**src/hcrs_pkg.sv**
```systemverilog
// ---------------------------------------------------------------------------
// hcrs_pkg
// Shared widths, limits, register indexes and the divider request type of
// the heat conduction rate sweep.
// ---------------------------------------------------------------------------
package hcrs_pkg;

    localparam int Q_W    = 32;              // Q16.16 words
    localparam int HWIN_W = 31;              // half window register
    localparam int RATE_W = 48;              // Q8.40 result
    localparam int IDX_W  = 12;              // cell index
    localparam int NUM_W  = Q_W + 1;         // flux difference and capacity
    localparam int PROD_W = 2 * Q_W;         // multiplier product
    localparam int MAG_W  = PROD_W - 16;     // product after the Q16.16 shift

    localparam int MAX_CELLS = 4096;
    localparam int CNT_SPAN  = (MAX_CELLS < (1 << IDX_W)) ? MAX_CELLS : (1 << IDX_W);
    localparam logic [IDX_W-1:0] CNT_LAST = IDX_W'(CNT_SPAN - 1);

    // Shared divider geometry: the widest dividend is the flux difference
    // shifted up by 24 bits, the widest divisor is the 33 bit capacity.
    localparam int DVD_W  = NUM_W + 24;
    localparam int DIV_W  = NUM_W;
    localparam int STEP_W = $clog2(DVD_W + 1);

    localparam logic [STEP_W-1:0] STEPS_CAP   = STEP_W'(DVD_W);
    localparam logic [STEP_W-1:0] STEPS_THICK = STEP_W'(RATE_W);
    localparam logic [STEP_W-1:0] STEPS_GRAD  = STEP_W'(Q_W);

    localparam logic [RATE_W-1:0] RATE_POS_MAX = {1'b0, {(RATE_W-1){1'b1}}};
    localparam logic [RATE_W-1:0] RATE_NEG_MAG = {1'b1, {(RATE_W-1){1'b0}}};
    localparam logic [Q_W-1:0]    Q_POS_MAX    = {1'b0, {(Q_W-1){1'b1}}};
    localparam logic [Q_W-1:0]    Q_NEG_MAG    = {1'b1, {(Q_W-1){1'b0}}};

    // Configuration register indexes.
    localparam int CFG_IDX_W = 3;
    localparam logic [CFG_IDX_W-1:0] CFG_CONDUCTIVITY = 3'd0;
    localparam logic [CFG_IDX_W-1:0] CFG_VOL_CAPACITY = 3'd1;
    localparam logic [CFG_IDX_W-1:0] CFG_GEO_FLUX     = 3'd2;
    localparam logic [CFG_IDX_W-1:0] CFG_FREEZE_TEMP  = 3'd3;
    localparam logic [CFG_IDX_W-1:0] CFG_HALF_WINDOW  = 3'd4;
    localparam logic [CFG_IDX_W-1:0] CFG_LATENT_EXTRA = 3'd5;

    localparam logic [Q_W-1:0]    CONDUCTIVITY_RST = 32'd65536;
    localparam logic [Q_W-1:0]    VOL_CAPACITY_RST = 32'd2000000;
    localparam logic [HWIN_W-1:0] HALF_WINDOW_RST  = 31'd65536;

    typedef struct packed {
        logic              start;
        logic [STEP_W-1:0] steps;
    } t_div_req;

endpackage

```
**src/hcrs_mul.sv**
```systemverilog
// ---------------------------------------------------------------------------
// hcrs_mul
// Unsigned 32 by 32 multiplier with a registered product.
// ---------------------------------------------------------------------------
module hcrs_mul (
    input  logic                        i_clk,
    input  logic [hcrs_pkg::Q_W-1:0]    i_a,
    input  logic [hcrs_pkg::Q_W-1:0]    i_b,
    output logic [hcrs_pkg::PROD_W-1:0] o_p
);
    import hcrs_pkg::*;

    logic [PROD_W-1:0] r_p;

    always_ff @(posedge i_clk) begin
        r_p <= PROD_W'(i_a) * PROD_W'(i_b);
    end

    assign o_p = r_p;

endmodule

```
**src/hcrs_div.sv**
```systemverilog
// ---------------------------------------------------------------------------
// hcrs_div
// Shared restoring radix-2 divider, one quotient bit per cycle. The dividend
// is loaded top aligned together with a starting partial remainder; after
// the requested number of steps the quotient sits in the low bits.
// ---------------------------------------------------------------------------
module hcrs_div (
    input  logic                       i_clk,
    input  logic                       i_rst_n,
    input  hcrs_pkg::t_div_req         i_req,
    input  logic [hcrs_pkg::DVD_W-1:0] i_dividend,
    input  logic [hcrs_pkg::DIV_W-1:0] i_rem_init,
    input  logic [hcrs_pkg::DIV_W-1:0] i_divisor,
    output logic                       o_done,
    output logic [hcrs_pkg::DVD_W-1:0] o_quotient
);
    import hcrs_pkg::*;

    logic              r_busy;
    logic              r_done;
    logic [STEP_W-1:0] r_cnt;
    logic [DIV_W-1:0]  r_rem;
    logic [DIV_W-1:0]  r_dsr;
    logic [DVD_W-1:0]  r_dvd;

    logic [DIV_W:0] trial;
    logic [DIV_W:0] diff;
    logic           ge;

    always_comb begin
        trial = {r_rem, r_dvd[DVD_W-1]};
        diff  = trial - {1'b0, r_dsr};
        ge    = (trial >= {1'b0, r_dsr});
    end

    always_ff @(posedge i_clk) begin
        if (!i_rst_n) begin
            r_busy <= 1'b0;
            r_done <= 1'b0;
            r_cnt  <= '0;
        end else begin
            r_done <= 1'b0;
            if (i_req.start) begin
                r_busy <= 1'b1;
                r_cnt  <= i_req.steps;
            end else if (r_busy) begin
                r_cnt <= r_cnt - STEP_W'(1);
                if (r_cnt == STEP_W'(1)) begin
                    r_busy <= 1'b0;
                    r_done <= 1'b1;
                end
            end
        end
    end

    always_ff @(posedge i_clk) begin
        if (i_req.start) begin
            r_rem <= i_rem_init;
            r_dsr <= i_divisor;
            r_dvd <= i_dividend;
        end else if (r_busy) begin
            // The remainder stays below the divisor, so the top bit drops.
            r_rem <= ge ? diff[DIV_W-1:0] : trial[DIV_W-1:0];
            r_dvd <= {r_dvd[DVD_W-2:0], ge};
        end
    end

    assign o_done     = r_done;
    assign o_quotient = r_dvd;

endmodule

```
**src/heat_conduction_rate_sweep.sv**
```systemverilog
// ---------------------------------------------------------------------------
// heat_conduction_rate_sweep
// Temperature rate of change for every cell of a one-dimensional
// finite-volume column, streamed bottom to top.
// ---------------------------------------------------------------------------
// Usage: cells enter on the input channel (i_valid / o_stall), bottom cell
// first, the top cell flagged by i_is_top. A cell's rate leaves on the output
// channel (o_valid / i_stall) once the next cell has arrived, because that
// cell carries the factor of the edge between them; a top item that follows
// a held cell gives two rates, the one of the cell below it and its own with
// o_sweep_done set. Constants are to be written on the cfg port (always ready)
// only while the block idles; the block itself does not enforce this. The
// bottom cell of a column, unless it is also the top, is only stored. Every
// other cell passes through the shared radix-2 divider up to twice (57 steps
// by the capacity, then 48 steps by the thickness) besides sequencing and
// multiplies. A top item also needs a 32 step divide for the surface
// gradient and, with a cell held below it, a second rate computation. One
// item is worked at a time. A finished item waits in the output register;
// when the receiver stalls, the next rate waits in its emit step until that
// register is taken. Reset (synchronous, active low) empties the column and
// loads the default constants.
// ---------------------------------------------------------------------------
module heat_conduction_rate_sweep (
    input  logic                                 i_clk,
    input  logic                                 i_rst_n,
    // Cell items.
    input  logic                                 i_valid,
    output logic                                 o_stall,
    input  logic signed [hcrs_pkg::Q_W-1:0]      i_temperature,
    input  logic        [hcrs_pkg::Q_W-1:0]      i_edge_factor,
    input  logic        [hcrs_pkg::Q_W-1:0]      i_thickness,
    input  logic signed [hcrs_pkg::Q_W-1:0]      i_surface_temp,
    input  logic                                 i_is_top,
    // Rate items.
    output logic                                 o_valid,
    input  logic                                 i_stall,
    output logic signed [hcrs_pkg::RATE_W-1:0]   o_rate,
    output logic        [hcrs_pkg::IDX_W-1:0]    o_cell_index,
    output logic                                 o_sweep_done,
    // Configuration writes.
    input  logic                                 i_cfg_valid,
    output logic                                 o_cfg_ready,
    input  logic        [hcrs_pkg::CFG_IDX_W-1:0] i_cfg_index,
    input  logic        [hcrs_pkg::Q_W-1:0]      i_cfg_data
);
    import hcrs_pkg::*;

    // Sequencer states.
    localparam logic [3:0] S_IDLE  = 4'd0;   // waiting for a cell
    localparam logic [3:0] S_IMUL  = 4'd1;   // edge factor times temperature step
    localparam logic [3:0] S_IGRAD = 4'd2;   // inner gradient from the product
    localparam logic [3:0] S_FMUL  = 4'd3;   // conductivity times gradient
    localparam logic [3:0] S_FLUX  = 4'd4;   // upper edge flux from the product
    localparam logic [3:0] S_RATE  = 4'd5;   // flux difference, capacity, divide start
    localparam logic [3:0] S_DIV1  = 4'd6;   // divide by capacity
    localparam logic [3:0] S_DIV2  = 4'd7;   // divide by thickness
    localparam logic [3:0] S_EMIT  = 4'd8;   // load the output register
    localparam logic [3:0] S_TGRAD = 4'd9;   // surface gradient setup
    localparam logic [3:0] S_TDIV  = 4'd10;  // surface gradient divide

    function automatic logic [Q_W-1:0] sat_mag(input logic neg, input logic [MAG_W-1:0] m);
        logic [Q_W-1:0] lim;
        lim = neg ? Q_NEG_MAG : Q_POS_MAX;
        return (m > MAG_W'(lim)) ? lim : m[Q_W-1:0];
    endfunction

    function automatic logic [Q_W-1:0] sat32(input logic neg, input logic [MAG_W-1:0] m);
        logic [Q_W-1:0] mm;
        mm = sat_mag(neg, m);
        return neg ? (Q_W'(0) - mm) : mm;
    endfunction

    // Configuration registers.
    logic [Q_W-1:0]    r_cond;
    logic [Q_W-1:0]    r_vcap;
    logic [Q_W-1:0]    r_geo;
    logic [Q_W-1:0]    r_freeze;
    logic [HWIN_W-1:0] r_hwin;
    logic [Q_W-1:0]    r_latent;

    // Control.
    logic [3:0]       r_state;
    logic [3:0]       n_state;
    logic             r_have_prev;
    logic [IDX_W-1:0] r_count;
    logic             r_phase;       // 0: rate of the held cell, 1: rate of the top cell
    logic             r_ovalid;

    // Current item and held cell.
    logic [Q_W-1:0] r_t;
    logic [Q_W-1:0] r_ef;
    logic [Q_W-1:0] r_thick;
    logic [Q_W-1:0] r_ts;
    logic           r_top;
    logic [Q_W-1:0] r_prev_t;
    logic [Q_W-1:0] r_prev_thick;
    logic [Q_W-1:0] r_lower;

    // Working values.
    logic           r_gneg;
    logic [Q_W-1:0] r_gmag;
    logic [Q_W-1:0] r_up;
    logic             r_rneg;
    logic [RATE_W-1:0] r_rmag;

    // Output register.
    logic [RATE_W-1:0] r_orate;
    logic [IDX_W-1:0]  r_oidx;
    logic              r_odone;

    // Shared units.
    logic [Q_W-1:0]    mul_a;
    logic [Q_W-1:0]    mul_b;
    logic [PROD_W-1:0] mul_p;
    t_div_req          div_req;
    logic [DVD_W-1:0]  div_dvd;
    logic [DIV_W-1:0]  div_rem;
    logic [DIV_W-1:0]  div_dsr;
    logic              div_done;
    logic [DVD_W-1:0]  div_q;

    // Combinational helpers.
    logic              out_free;
    logic [NUM_W-1:0]  idiff;
    logic [Q_W-1:0]    idiff_mag;
    logic [NUM_W-1:0]  tdiff;
    logic [Q_W-1:0]    tdiff_mag;
    logic              tdiff_sat;
    logic [NUM_W-1:0]  num;
    logic [NUM_W-1:0]  num_mag;
    logic [Q_W-1:0]    cap_t;
    logic [NUM_W-1:0]  wdiff;
    logic [NUM_W-1:0]  wdiff_mag;
    logic [NUM_W-1:0]  cap;
    logic [Q_W-1:0]    thk;
    logic [RATE_W-1:0] lim_now;
    logic              rate_div;
    logic              a_sat;
    logic [RATE_W-1:0] q48;

    hcrs_mul u_mul (
        .i_clk (i_clk),
        .i_a   (mul_a),
        .i_b   (mul_b),
        .o_p   (mul_p)
    );

    hcrs_div u_div (
        .i_clk      (i_clk),
        .i_rst_n    (i_rst_n),
        .i_req      (div_req),
        .i_dividend (div_dvd),
        .i_rem_init (div_rem),
        .i_divisor  (div_dsr),
        .o_done     (div_done),
        .o_quotient (div_q)
    );

    always_comb begin
        out_free = !r_ovalid || !i_stall;

        // Temperature step across the inner edge below the current cell.
        idiff     = {r_t[Q_W-1], r_t} - {r_prev_t[Q_W-1], r_prev_t};
        idiff_mag = idiff[NUM_W-1] ? Q_W'(NUM_W'(0) - idiff) : idiff[Q_W-1:0];

        // Temperature step from the top cell to the surface. The gradient
        // overflows when the high dividend part already reaches the divisor.
        tdiff     = {r_ts[Q_W-1], r_ts} - {r_t[Q_W-1], r_t};
        tdiff_mag = tdiff[NUM_W-1] ? Q_W'(NUM_W'(0) - tdiff) : tdiff[Q_W-1:0];
        tdiff_sat = (Q_W'(tdiff_mag[Q_W-1:15]) >= r_thick);

        // Flux difference over the cell whose rate is being computed.
        num     = {r_lower[Q_W-1], r_lower} - {r_up[Q_W-1], r_up};
        num_mag = num[NUM_W-1] ? (NUM_W'(0) - num) : num;
        lim_now = num[NUM_W-1] ? RATE_NEG_MAG : RATE_POS_MAX;

        // Heat capacity, with the latent term inside the phase change window.
        cap_t     = r_phase ? r_t : r_prev_t;
        thk       = r_phase ? r_thick : r_prev_thick;
        wdiff     = {cap_t[Q_W-1], cap_t} - {r_freeze[Q_W-1], r_freeze};
        wdiff_mag = wdiff[NUM_W-1] ? (NUM_W'(0) - wdiff) : wdiff;
        cap       = {1'b0, r_vcap}
                  + ((wdiff_mag <= NUM_W'(r_hwin)) ? {1'b0, r_latent} : NUM_W'(0));
        rate_div  = (num_mag != '0) && (cap != '0) && (thk != '0);

        // Second divide: the quotient reaches 2^48 when the part of the
        // first quotient above bit 31 is not below the thickness.
        a_sat = (Q_W'(div_q[DVD_W-1:Q_W]) >= thk);
        q48   = div_q[RATE_W-1:0];

        // The multiplier is shared by the inner gradient and both fluxes.
        if (r_state == S_IMUL) begin
            mul_a = r_ef;
            mul_b = idiff_mag;
        end else begin
            mul_a = r_cond;
            mul_b = r_gmag;
        end

        div_req.start = 1'b0;
        div_req.steps = STEPS_CAP;
        div_dvd       = '0;
        div_rem       = '0;
        div_dsr       = '0;
        case (r_state)
            S_RATE: begin
                div_req.start = rate_div;
                div_req.steps = STEPS_CAP;
                div_dvd       = {num_mag, 24'b0};
                div_dsr       = cap;
            end
            S_DIV1: begin
                div_req.start = div_done && !a_sat;
                div_req.steps = STEPS_THICK;
                div_dvd       = {div_q[Q_W-1:0], 25'b0};
                div_rem       = DIV_W'(div_q[DVD_W-1:Q_W]);
                div_dsr       = {1'b0, thk};
            end
            S_TGRAD: begin
                div_req.start = (tdiff_mag != '0) && !tdiff_sat;
                div_req.steps = STEPS_GRAD;
                div_dvd       = {tdiff_mag[14:0], 42'b0};
                div_rem       = DIV_W'(tdiff_mag[Q_W-1:15]);
                div_dsr       = {1'b0, r_thick};
            end
            default: begin
                div_req.start = 1'b0;
            end
        endcase
    end

    always_comb begin
        n_state = r_state;
        case (r_state)
            S_IDLE: begin
                if (i_valid) begin
                    if (r_have_prev) begin
                        n_state = S_IMUL;
                    end else if (i_is_top) begin
                        n_state = S_TGRAD;
                    end
                end
            end
            S_IMUL:  n_state = S_IGRAD;
            S_IGRAD: n_state = S_FMUL;
            S_FMUL:  n_state = S_FLUX;
            S_FLUX:  n_state = S_RATE;
            S_RATE:  n_state = rate_div ? S_DIV1 : S_EMIT;
            S_DIV1: begin
                if (div_done) begin
                    n_state = a_sat ? S_EMIT : S_DIV2;
                end
            end
            S_DIV2: begin
                if (div_done) begin
                    n_state = S_EMIT;
                end
            end
            S_EMIT: begin
                if (out_free) begin
                    n_state = (!r_phase && r_top) ? S_TGRAD : S_IDLE;
                end
            end
            S_TGRAD: n_state = div_req.start ? S_TDIV : S_FMUL;
            S_TDIV: begin
                if (div_done) begin
                    n_state = S_FMUL;
                end
            end
            default: n_state = S_IDLE;
        endcase
    end

    // Configuration registers.
    always_ff @(posedge i_clk) begin
        if (!i_rst_n) begin
            r_cond   <= CONDUCTIVITY_RST;
            r_vcap   <= VOL_CAPACITY_RST;
            r_geo    <= '0;
            r_freeze <= '0;
            r_hwin   <= HALF_WINDOW_RST;
            r_latent <= '0;
        end else if (i_cfg_valid) begin
            case (i_cfg_index)
                CFG_CONDUCTIVITY: r_cond   <= i_cfg_data;
                CFG_VOL_CAPACITY: r_vcap   <= i_cfg_data;
                CFG_GEO_FLUX:     r_geo    <= i_cfg_data;
                CFG_FREEZE_TEMP:  r_freeze <= i_cfg_data;
                CFG_HALF_WINDOW:  r_hwin   <= i_cfg_data[HWIN_W-1:0];
                CFG_LATENT_EXTRA: r_latent <= i_cfg_data;
                default: ;
            endcase
        end
    end

    // Control state.
    always_ff @(posedge i_clk) begin
        if (!i_rst_n) begin
            r_state     <= S_IDLE;
            r_have_prev <= 1'b0;
            r_count     <= '0;
            r_phase     <= 1'b0;
            r_ovalid    <= 1'b0;
        end else begin
            r_state <= n_state;
            if (r_ovalid && !i_stall) begin
                r_ovalid <= 1'b0;
            end
            case (r_state)
                S_IDLE: begin
                    if (i_valid) begin
                        // Without a held cell a top item goes straight to its own rate.
                        r_phase <= !r_have_prev;
                        if (!r_have_prev && !i_is_top) begin
                            r_have_prev <= 1'b1;
                        end
                    end
                end
                S_EMIT: begin
                    if (out_free) begin
                        r_ovalid <= 1'b1;
                        if (!r_phase) begin
                            r_count <= (r_count == CNT_LAST) ? '0 : r_count + IDX_W'(1);
                            if (r_top) begin
                                r_phase <= 1'b1;
                            end
                        end else begin
                            // End of the sweep: the column is empty again.
                            r_have_prev <= 1'b0;
                            r_count     <= '0;
                        end
                    end
                end
                default: ;
            endcase
        end
    end

    // Datapath registers.
    always_ff @(posedge i_clk) begin
        case (r_state)
            S_IDLE: begin
                if (i_valid) begin
                    r_t     <= i_temperature;
                    r_ef    <= i_edge_factor;
                    r_thick <= i_thickness;
                    r_ts    <= i_surface_temp;
                    r_top   <= i_is_top;
                    if (!r_have_prev) begin
                        // The bottom cell's lower edge carries the geothermal flux.
                        r_lower <= r_geo;
                        if (!i_is_top) begin
                            r_prev_t     <= i_temperature;
                            r_prev_thick <= i_thickness;
                        end
                    end
                end
            end
            S_IGRAD: begin
                r_gneg <= idiff[NUM_W-1];
                r_gmag <= sat_mag(idiff[NUM_W-1], mul_p[PROD_W-1:16]);
            end
            S_FLUX: begin
                // Flux runs against the gradient.
                r_up <= sat32(!r_gneg && (r_gmag != '0), mul_p[PROD_W-1:16]);
            end
            S_RATE: begin
                r_rneg <= num[NUM_W-1];
                if (num_mag == '0) begin
                    r_rmag <= '0;
                end else if (!rate_div) begin
                    r_rmag <= lim_now;
                end
            end
            S_DIV1: begin
                if (div_done && a_sat) begin
                    r_rmag <= r_rneg ? RATE_NEG_MAG : RATE_POS_MAX;
                end
            end
            S_DIV2: begin
                if (div_done) begin
                    if (r_rneg) begin
                        r_rmag <= (q48 > RATE_NEG_MAG) ? RATE_NEG_MAG : q48;
                    end else begin
                        r_rmag <= (q48 > RATE_POS_MAX) ? RATE_POS_MAX : q48;
                    end
                end
            end
            S_EMIT: begin
                if (out_free) begin
                    r_orate <= r_rneg ? (RATE_W'(0) - r_rmag) : r_rmag;
                    r_oidx  <= r_count;
                    r_odone <= r_phase;
                    if (!r_phase) begin
                        r_lower <= r_up;
                        if (!r_top) begin
                            r_prev_t     <= r_t;
                            r_prev_thick <= r_thick;
                        end
                    end
                end
            end
            S_TGRAD: begin
                r_gneg <= tdiff[NUM_W-1];
                if (tdiff_mag == '0) begin
                    r_gmag <= '0;
                end else if (tdiff_sat) begin
                    r_gmag <= tdiff[NUM_W-1] ? Q_NEG_MAG : Q_POS_MAX;
                end
            end
            S_TDIV: begin
                if (div_done) begin
                    r_gmag <= sat_mag(r_gneg, MAG_W'(div_q[Q_W-1:0]));
                end
            end
            default: ;
        endcase
    end

    assign o_stall      = (r_state != S_IDLE);
    assign o_valid      = r_ovalid;
    assign o_rate       = r_orate;
    assign o_cell_index = r_oidx;
    assign o_sweep_done = r_odone;
    assign o_cfg_ready  = 1'b1;

endmodule

```
**config.mk**
```make
export PLATFORM = sky130hd
export DESIGN_NAME = heat_conduction_rate_sweep
export DESIGN_NICKNAME = d
export VERILOG_FILES = /design/src/hcrs_pkg.sv /design/src/hcrs_mul.sv /design/src/hcrs_div.sv /design/src/heat_conduction_rate_sweep.sv
export SDC_FILE = /design/constraint.sdc
export NUM_CORES = 2
export LEC_CHECK = 0
export BUFFER_PORTS_ARGS = -buffer_cell sky130_fd_sc_hd__clkbuf_2
export CAP_MARGIN = 40
export CORE_MARGIN = 3
export CORE_UTILIZATION = 25
export DETAILED_ROUTE_END_ITERATION = 10
export PLACE_DENSITY = 0.38
export SYNTH_ARGS = -nofsm -noshare
export SYNTH_HDL_FRONTEND = slang
export SYNTH_SLANG_ARGS = --single-unit
```
**constraint.sdc**
```tcl
create_clock -name i_clk -period 37 [get_ports i_clk]
set_clock_uncertainty 0.15 [all_clocks]
set_input_delay 1.85 -clock i_clk [delete_from_list [all_inputs] [get_ports i_clk]]
set_output_delay 1.85 -clock i_clk [all_outputs]
set_load 0.02 [all_outputs]
```
# Word level (Yosys, flattened, before mapping)
# Cells that the tools add are included.
dict set report totals {
  regBits 805
  wordCells 236
  input_bits 169
  output_inout_bits 64
}
dict set report classes {
  bitwise_logic 2
  n_mul 1
  addsub 14
  order_cmp 9
  mux 95
  reduce_logical 49
  eq_ne 32
}
# cell count
set op_table {}
lappend op_table {{$mux 32} 34}
lappend op_table {{$mux 48} 10}
lappend op_table {{$pmux 32 s2} 3}
lappend op_table {{$pmux 57 s3} 1}
lappend op_table {{$mux 33} 5}
lappend op_table {{$pmux 48 s3} 1}
lappend op_table {{$sub 32x32->33} 4}
lappend op_table {{$mux 57} 2}
lappend op_table {{$pmux 33 s3} 1}
lappend op_table {{$gt 48x32->1} 2}
lappend op_table {{$pmux 32 s3} 1}
lappend op_table {{$reduce_bool 32->1} 3}
lappend op_table {{$sub 1x32->32 const A} 3}
lappend op_table {{$reduce_bool 33->1} 2}
lappend op_table {{$sub 1x33->33 const A} 2}
lappend op_table {{$mul 32x32->64} 1}
lappend op_table {{$pmux 25 s2} 1}
lappend op_table {{$gt 48x47->1 const B} 1}
lappend op_table {{$gt 48x48->1 const B} 1}
lappend op_table {{$sub 1x48->48 const A} 1}
lappend op_table {{$mux 4} 11}
lappend op_table {{$pmux 4 s11} 1}
lappend op_table {{$ge 34x33->1} 1}
lappend op_table {{$add 32x32->33} 1}
lappend op_table {{other kinds (43)} 109}

# Logic depth before layout (Yosys ltp)
dict set report logic_depth {
  ltp_word 13
  mapped_depth 60
  mapped_depth_nobuf 50
}

# Hierarchy
# Synthesis repeated with hierarchy kept, for this count alone.
dict set report hier_totals {
  hier_cells 9863
  area_unflattened_um2 87041.0
}
# mod seq_area_each_um2 area_each_um2 n_inst cells_per_inst
set modules_own_cells {}
lappend modules_own_cells {heat_conduction_rate_sweep 16215.6 44669.1 1 5380}
lappend modules_own_cells {hcrs_mul 1281.2 34897.2 1 3844}
lappend modules_own_cells {hcrs_div 3853.7 7474.7 1 639}

# Worst setup path before layout
# No wires, ideal clock.
dict set report synth_timing {
  path_kind {register to register}
  start {register r_phase}
  end {register r_rmag[0] (enable)}
  period_less_slack_ps 15085
  path_stages_with_launch 55
  required_time_ps 36277
  slack_ps 21915
  n_path_buf 6
  setup_time_ps 573
  arrival_ps 14363
  cell_sequence {dfxtp_1 > clkbuf_1 > clkbuf_1 > clkbuf_1 > mux2i_1 > ha_1 > fa_1 > nor2b_1 > o2111ai_1 > a31o_2 > a21o_1 > nand3_1 > a21oi_1 > a311oi_1 > o211ai_1 > nand2_1 > a31oi_1 > o211ai_1 > [19 not listed] > nor3_1 > clkbuf_1 > and2_1 > ha_1 > and3_1 > a22o_1 > o41ai_1 > a31oi_1 > a31oi_1 > o21ai_0 > xor2_1 > nor4b_1 > nand4_1 > nor4b_1 > a41o_1 > a31oi_1 > and2_1 > nor4_1}
}
dict set report synth_between {
  elab_chain_len 12
  word_cells_on_any_way 17
  classes_between {add/sub (3); order compare (2); eq/ne (2); mux (4); reduce/logical (6)}
}
# element line_no
set synth_lines {}
lappend synth_lines {{from (decl)} heat_conduction_rate_sweep.sv:86} ;# logic r_phase;
lappend synth_lines {{from (signal assigned)} heat_conduction_rate_sweep.sv:313} ;# r_phase <= !r_have_prev;
lappend synth_lines {{$mux 32} heat_conduction_rate_sweep.sv:178} ;# cap_t = r_phase ? r_t : r_prev_t;
lappend synth_lines {{$sub 32x32->33} heat_conduction_rate_sweep.sv:180} ;# wdiff = {cap_t[Q_W-1], cap_t} - {r_freeze[Q_W-1], r_freeze};
lappend synth_lines {{$sub 1x33->33} heat_conduction_rate_sweep.sv:181} ;# wdiff_mag = wdiff[NUM_W-1] ? (NUM_W'(0) - wdiff) : wdiff;
lappend synth_lines {{$mux 33} heat_conduction_rate_sweep.sv:181}
lappend synth_lines {{$le 33x31->1} heat_conduction_rate_sweep.sv:183} ;# + ((wdiff_mag <= NUM_W'(r_hwin)) ? {1'b0, r_latent} : NUM_W'(0));
lappend synth_lines {{$mux 32} heat_conduction_rate_sweep.sv:183}
lappend synth_lines {{$add 32x32->33} heat_conduction_rate_sweep.sv:183}
lappend synth_lines {{$reduce_bool 33->1} heat_conduction_rate_sweep.sv:184} ;# rate_div = (num_mag != '0) && (cap != '0) && (thk != '0);
lappend synth_lines {{$logic_and 1x1->1 (2 in series)} heat_conduction_rate_sweep.sv:184}
lappend synth_lines {{$ne 3x3->1 (no line)} n/a}
lappend synth_lines {{$reduce_and 4->1 (no line) *} n/a}
lappend synth_lines {{to (signal assigned)} heat_conduction_rate_sweep.sv:372} ;# r_rmag <= lim_now;
lappend synth_lines {{to (signal assigned)} heat_conduction_rate_sweep.sv:377} ;# r_rmag <= r_rneg ? RATE_NEG_MAG : RATE_POS_MAX;
lappend synth_lines {{to (signal assigned)} heat_conduction_rate_sweep.sv:383} ;# r_rmag <= (q48 > RATE_NEG_MAG) ? RATE_NEG_MAG : q48;
lappend synth_lines {{to (decl)} heat_conduction_rate_sweep.sv:104} ;# logic [RATE_W-1:0] r_rmag;
# Mark *: on every way between the ends. The rest lies on a longest branch, timed or not.
# A chain may end at the register's enable or synchronous reset.

# Worst setup path after layout
dict set report layout_timing {
  start {register r_t[0]}
  end {register u_mul.r_p[63] (netlist: u_mul.o_p[63])}
}
dict set report layout_between {
  elab_chain_len 5
}
# element line_no
set layout_lines {}
lappend layout_lines {{from (decl)} heat_conduction_rate_sweep.sv:90} ;# logic [Q_W-1:0] r_t;
lappend layout_lines {{from (signal assigned)} heat_conduction_rate_sweep.sv:344} ;# r_t <= i_temperature;
lappend layout_lines {{$sub 32x32->33 *} heat_conduction_rate_sweep.sv:163} ;# idiff = {r_t[Q_W-1], r_t} - {r_prev_t[Q_W-1], r_prev_t};
lappend layout_lines {{$sub 1x32->32} heat_conduction_rate_sweep.sv:164} ;# idiff_mag = idiff[NUM_W-1] ? Q_W'(NUM_W'(0) - idiff) : idiff[Q_W-1:0];
lappend layout_lines {{$mux 32 *} heat_conduction_rate_sweep.sv:164}
lappend layout_lines {{$mux 32 *} heat_conduction_rate_sweep.sv:192} ;# if (r_state == S_IMUL) begin
lappend layout_lines {{$mul 32x32->64 *} hcrs_mul.sv:16} ;# r_p <= PROD_W'(i_a) * PROD_W'(i_b);
lappend layout_lines {{to (signal assigned)} hcrs_mul.sv:16}
lappend layout_lines {{to (decl)} hcrs_mul.sv:13} ;# logic [PROD_W-1:0] r_p;
# Marks and branches as above.

==> flow_metrics.env <==
export IMPL_finalCriticalPeriod_ns=14.93
export IMPL_dp_hpwl_mm=268
export IMPL_regToRegSetupSlack_ns=22.07
export IMPL_drtAntennaViolNets=0
export IMPL_die_x_um=586
export IMPL_antenna_found_initial=21
export IMPL_setup_violations=0
export IMPL_crit_arrival_ns=15.44
export IMPL_yosys_top_cells_count="nand2_1 (1712), inv_1 (1341), fa_1 (901), ha_1 (630), nor2_1 (545)"
export IMPL_synth_ff_type="edfxtp_1"
export IMPL_cts_root_buf="clkbuf_16"
export IMPL_syn_area_um2=84000
export IMPL_avgSynthCellArea_um2=8.80
export IMPL_async_reset_ff_share_pct=0
export IMPL_nets=11300
export IMPL_yosysTopAreaCell="fa_1"
export IMPL_drive_above_1_share_pct=8.01
export IMPL_r2r_start="r_t[0]"
export IMPL_ys_seq_area_share_pct=25.0
export IMPL_synth_seq_cells=789
export IMPL_postPlaceCellArea_um2=91000
export IMPL_cts_tree="built"
export IMPL_coreArea_um2=334000
export IMPL_design_area_um2=94400
export IMPL_ys_warn_count=0
export IMPL_end_kind="register"
export IMPL_drcViolationCount=0
export IMPL_vias_per_cell=4.93
export IMPL_syn2layout_area_growth_pct=12.3
export IMPL_rsz0062_at_grt="no"
export IMPL_synth_top_area_share_pct=21.5
export IMPL_tightest_slew_ns=1.09
export IMPL_numCtsBuffers=96
export IMPL_h_tree_depth=3
export IMPL_clock_latency_ns=0.73
export IMPL_num_vias=69700
export IMPL_wire_per_inst_um=24.3
export IMPL_required_ns=37.50
export IMPL_synth_nets=11200
export IMPL_startpoint_type="register"
export IMPL_min_path_cells=2
export IMPL_overflow=0
export IMPL_cp_slowest_cell="clkinv_1"
export IMPL_multi_input_area_um2=56600
export IMPL_setup_slack_ns=22.07
export IMPL_grt_max_degree=181
export IMPL_clk_pin_slew_ns=0.07
export IMPL_first_iter_violations=5402
export IMPL_die_area_um2=343000
export IMPL_fmax_mhz=67.0
export IMPL_drt_pass1_iterations=5
export IMPL_max_stage_delay_ns=0.79
export IMPL_maxSlewViolCount=0
export IMPL_grtUsageTotal_pct=19.8
export IMPL_port_buffers=231
export IMPL_hold_start="r_latent[22]"
export IMPL_cts_hold_repair_buffers=0
export IMPL_finalWirelength_mm=343
export IMPL_hold_class="reg2reg"
export IMPL_whs_endpoint="r_latent[22]"
export IMPL_grt_pass1_vias=70700
export IMPL_postCtsSetupBuffers=0
export IMPL_crit_type="reg2reg"
export IMPL_place_ws_ns=22.03
export IMPL_slew_headroom_pct=27.3
export IMPL_seqCellArea_um2=21000
export IMPL_setup_tns_final_ns=0
export IMPL_synth_distinct_cells=114
export IMPL_grt_first_pass_wirelength_mm=502
export IMPL_gp_congestion=0.889
export IMPL_timing_rr_end="u_mul.o_p[63]"
export IMPL_initial_core_util_pct=25.2
export IMPL_netlist_instances=9548
export IMPL_cts_sinks=789
export IMPL_num_io_pins=233
export IMPL_cp_max_fo=51
export IMPL_die_h_um=586
export IMPL_fin_crit_sh_pct=40.4
export IMPL_status="completed"
export IMPL_synth_edf_count=523
export IMPL_hold_viol=0
export IMPL_clockBufferDepth=3
export IMPL_yosys_top_cells_area="fa_1 (21%), edfxtp_1 (19%), ha_1 (9.4%)"
export IMPL_drv_cap=0
export IMPL_nFillCells=35500
export IMPL_placement_rows=212
export IMPL_reg2regPathDepth=49
export IMPL_ctsResizeCount=0
export IMPL_yosysMostFrequentCell="nand2_1"
## routing by layer
metal	GRT usage, %	vias to the layer above	part of all wire [%]
li1	-	32000	-
met1	27.5	35400	46
met2	32.4	1806	47
met3	2.28	357	4.7
met4	5.46	4	3.0
met5	0	-	0.0096
## kinds of logic (layout without fill, tap and decap cells)
logic type	after synthesis	after routing	share of synthesized area, %
simple gates	3209	3209	17.2
buf+inv	1780	1957	8.02
compound gates	1713	1713	12.9
fa+ha+maj	1531	1531	30.9
flops	789	789	25.0
xor+xnor	353	353	3.70
mux	172	172	2.22
other cells	1	9	0.00446
## state kept, by name (all words and copies together) (netlist names), 33 cells and up
| name | cells |
|---|---|
| o_rate | 48 |
| u_div.o_quotient | 57 |
| u_div.r_rem | 33 |
| r_rmag | 48 |
| u_div.r_dsr | 33 |
| u_mul.o_p | 48 |
## worst max-delay path: cells and delay by family (launching register included)
family,cells,cell delay (ns)
AO/OA/AOI/OAI,17,4.77
buffers and inverters,15,2.92
flip-flops,1,0.61
XOR/XNOR,2,0.30
AND/OR/NAND/NOR,4,1.04
adder cells (fa/ha/maj),11,4.95
## cell type report
| type | count | share of cell area, % |
|---|---|---|
| Multi-Input combinational cell | 6979 | 60.0 |
| Sequential cell | 789 | 22.3 |
| Timing Repair Buffer | 432 | 2.94 |
| Clock buffer | 122 | 2.88 |
| Tap cell | 4387 | 5.82 |
| Clock inverter | 58 | 0.696 |
| Inverter | 1345 | 5.36 |
| Antenna cell | 8 | 0.0212 |
## cells in the final DEF (no fill, tap or decap), drive strengths merged, types with 66 or more instances in the layout
| cell | instances |
|---|---|
| nand4 | 107 |
| nor4 | 94 |
| xnor2 | 224 |
| mux2i | 136 |
| inv | 1350 |
| edfxtp | 523 |
| nand2b | 68 |
| and2 | 126 |
| a21o | 146 |
| ha | 630 |
| buf | 199 |
| clkbuf | 353 |
| fa | 901 |
| xor2 | 129 |
| nand2 | 1713 |
| o21a | 66 |
| o21ai | 472 |
| dfxtp | 266 |
| nor3 | 106 |
| nand3 | 124 |
| a21oi | 478 |
| nor2 | 545 |
## how the worst max path moves through the flow
stage	startpoint	endpoint	slack [ns]	depth (start not counted)
floorplan	r_phase	r_rmag[0]	21.91	54
global placement	r_t[0]	u_mul.o_p[63]	22.13	47
detailed placement	r_t[0]	u_mul.o_p[63]	22.03	49
CTS	r_t[0]	u_mul.o_p[63]	21.96	49
global route	r_phase	u_div.o_quotient[23]	21.15	54
finish	r_t[0]	u_mul.o_p[63]	22.07	49
## per-stage QoR
stage / hold WS, ns / utilization, % / instances
floorplan: 0.256 / - / 9548
global placement: 0.290 / 27.1 / 13900
detailed placement: 0.295 / 27.2 / 13900
CTS: 0.304 / 28.3 / 14100
global route: 0.321 / 28.3 / 14100
finish: 0.304 / 28.3 / 14100
Power is not shown: default switching activity piles up to over one toggle a cycle in this logic, so the estimate is an artifact.
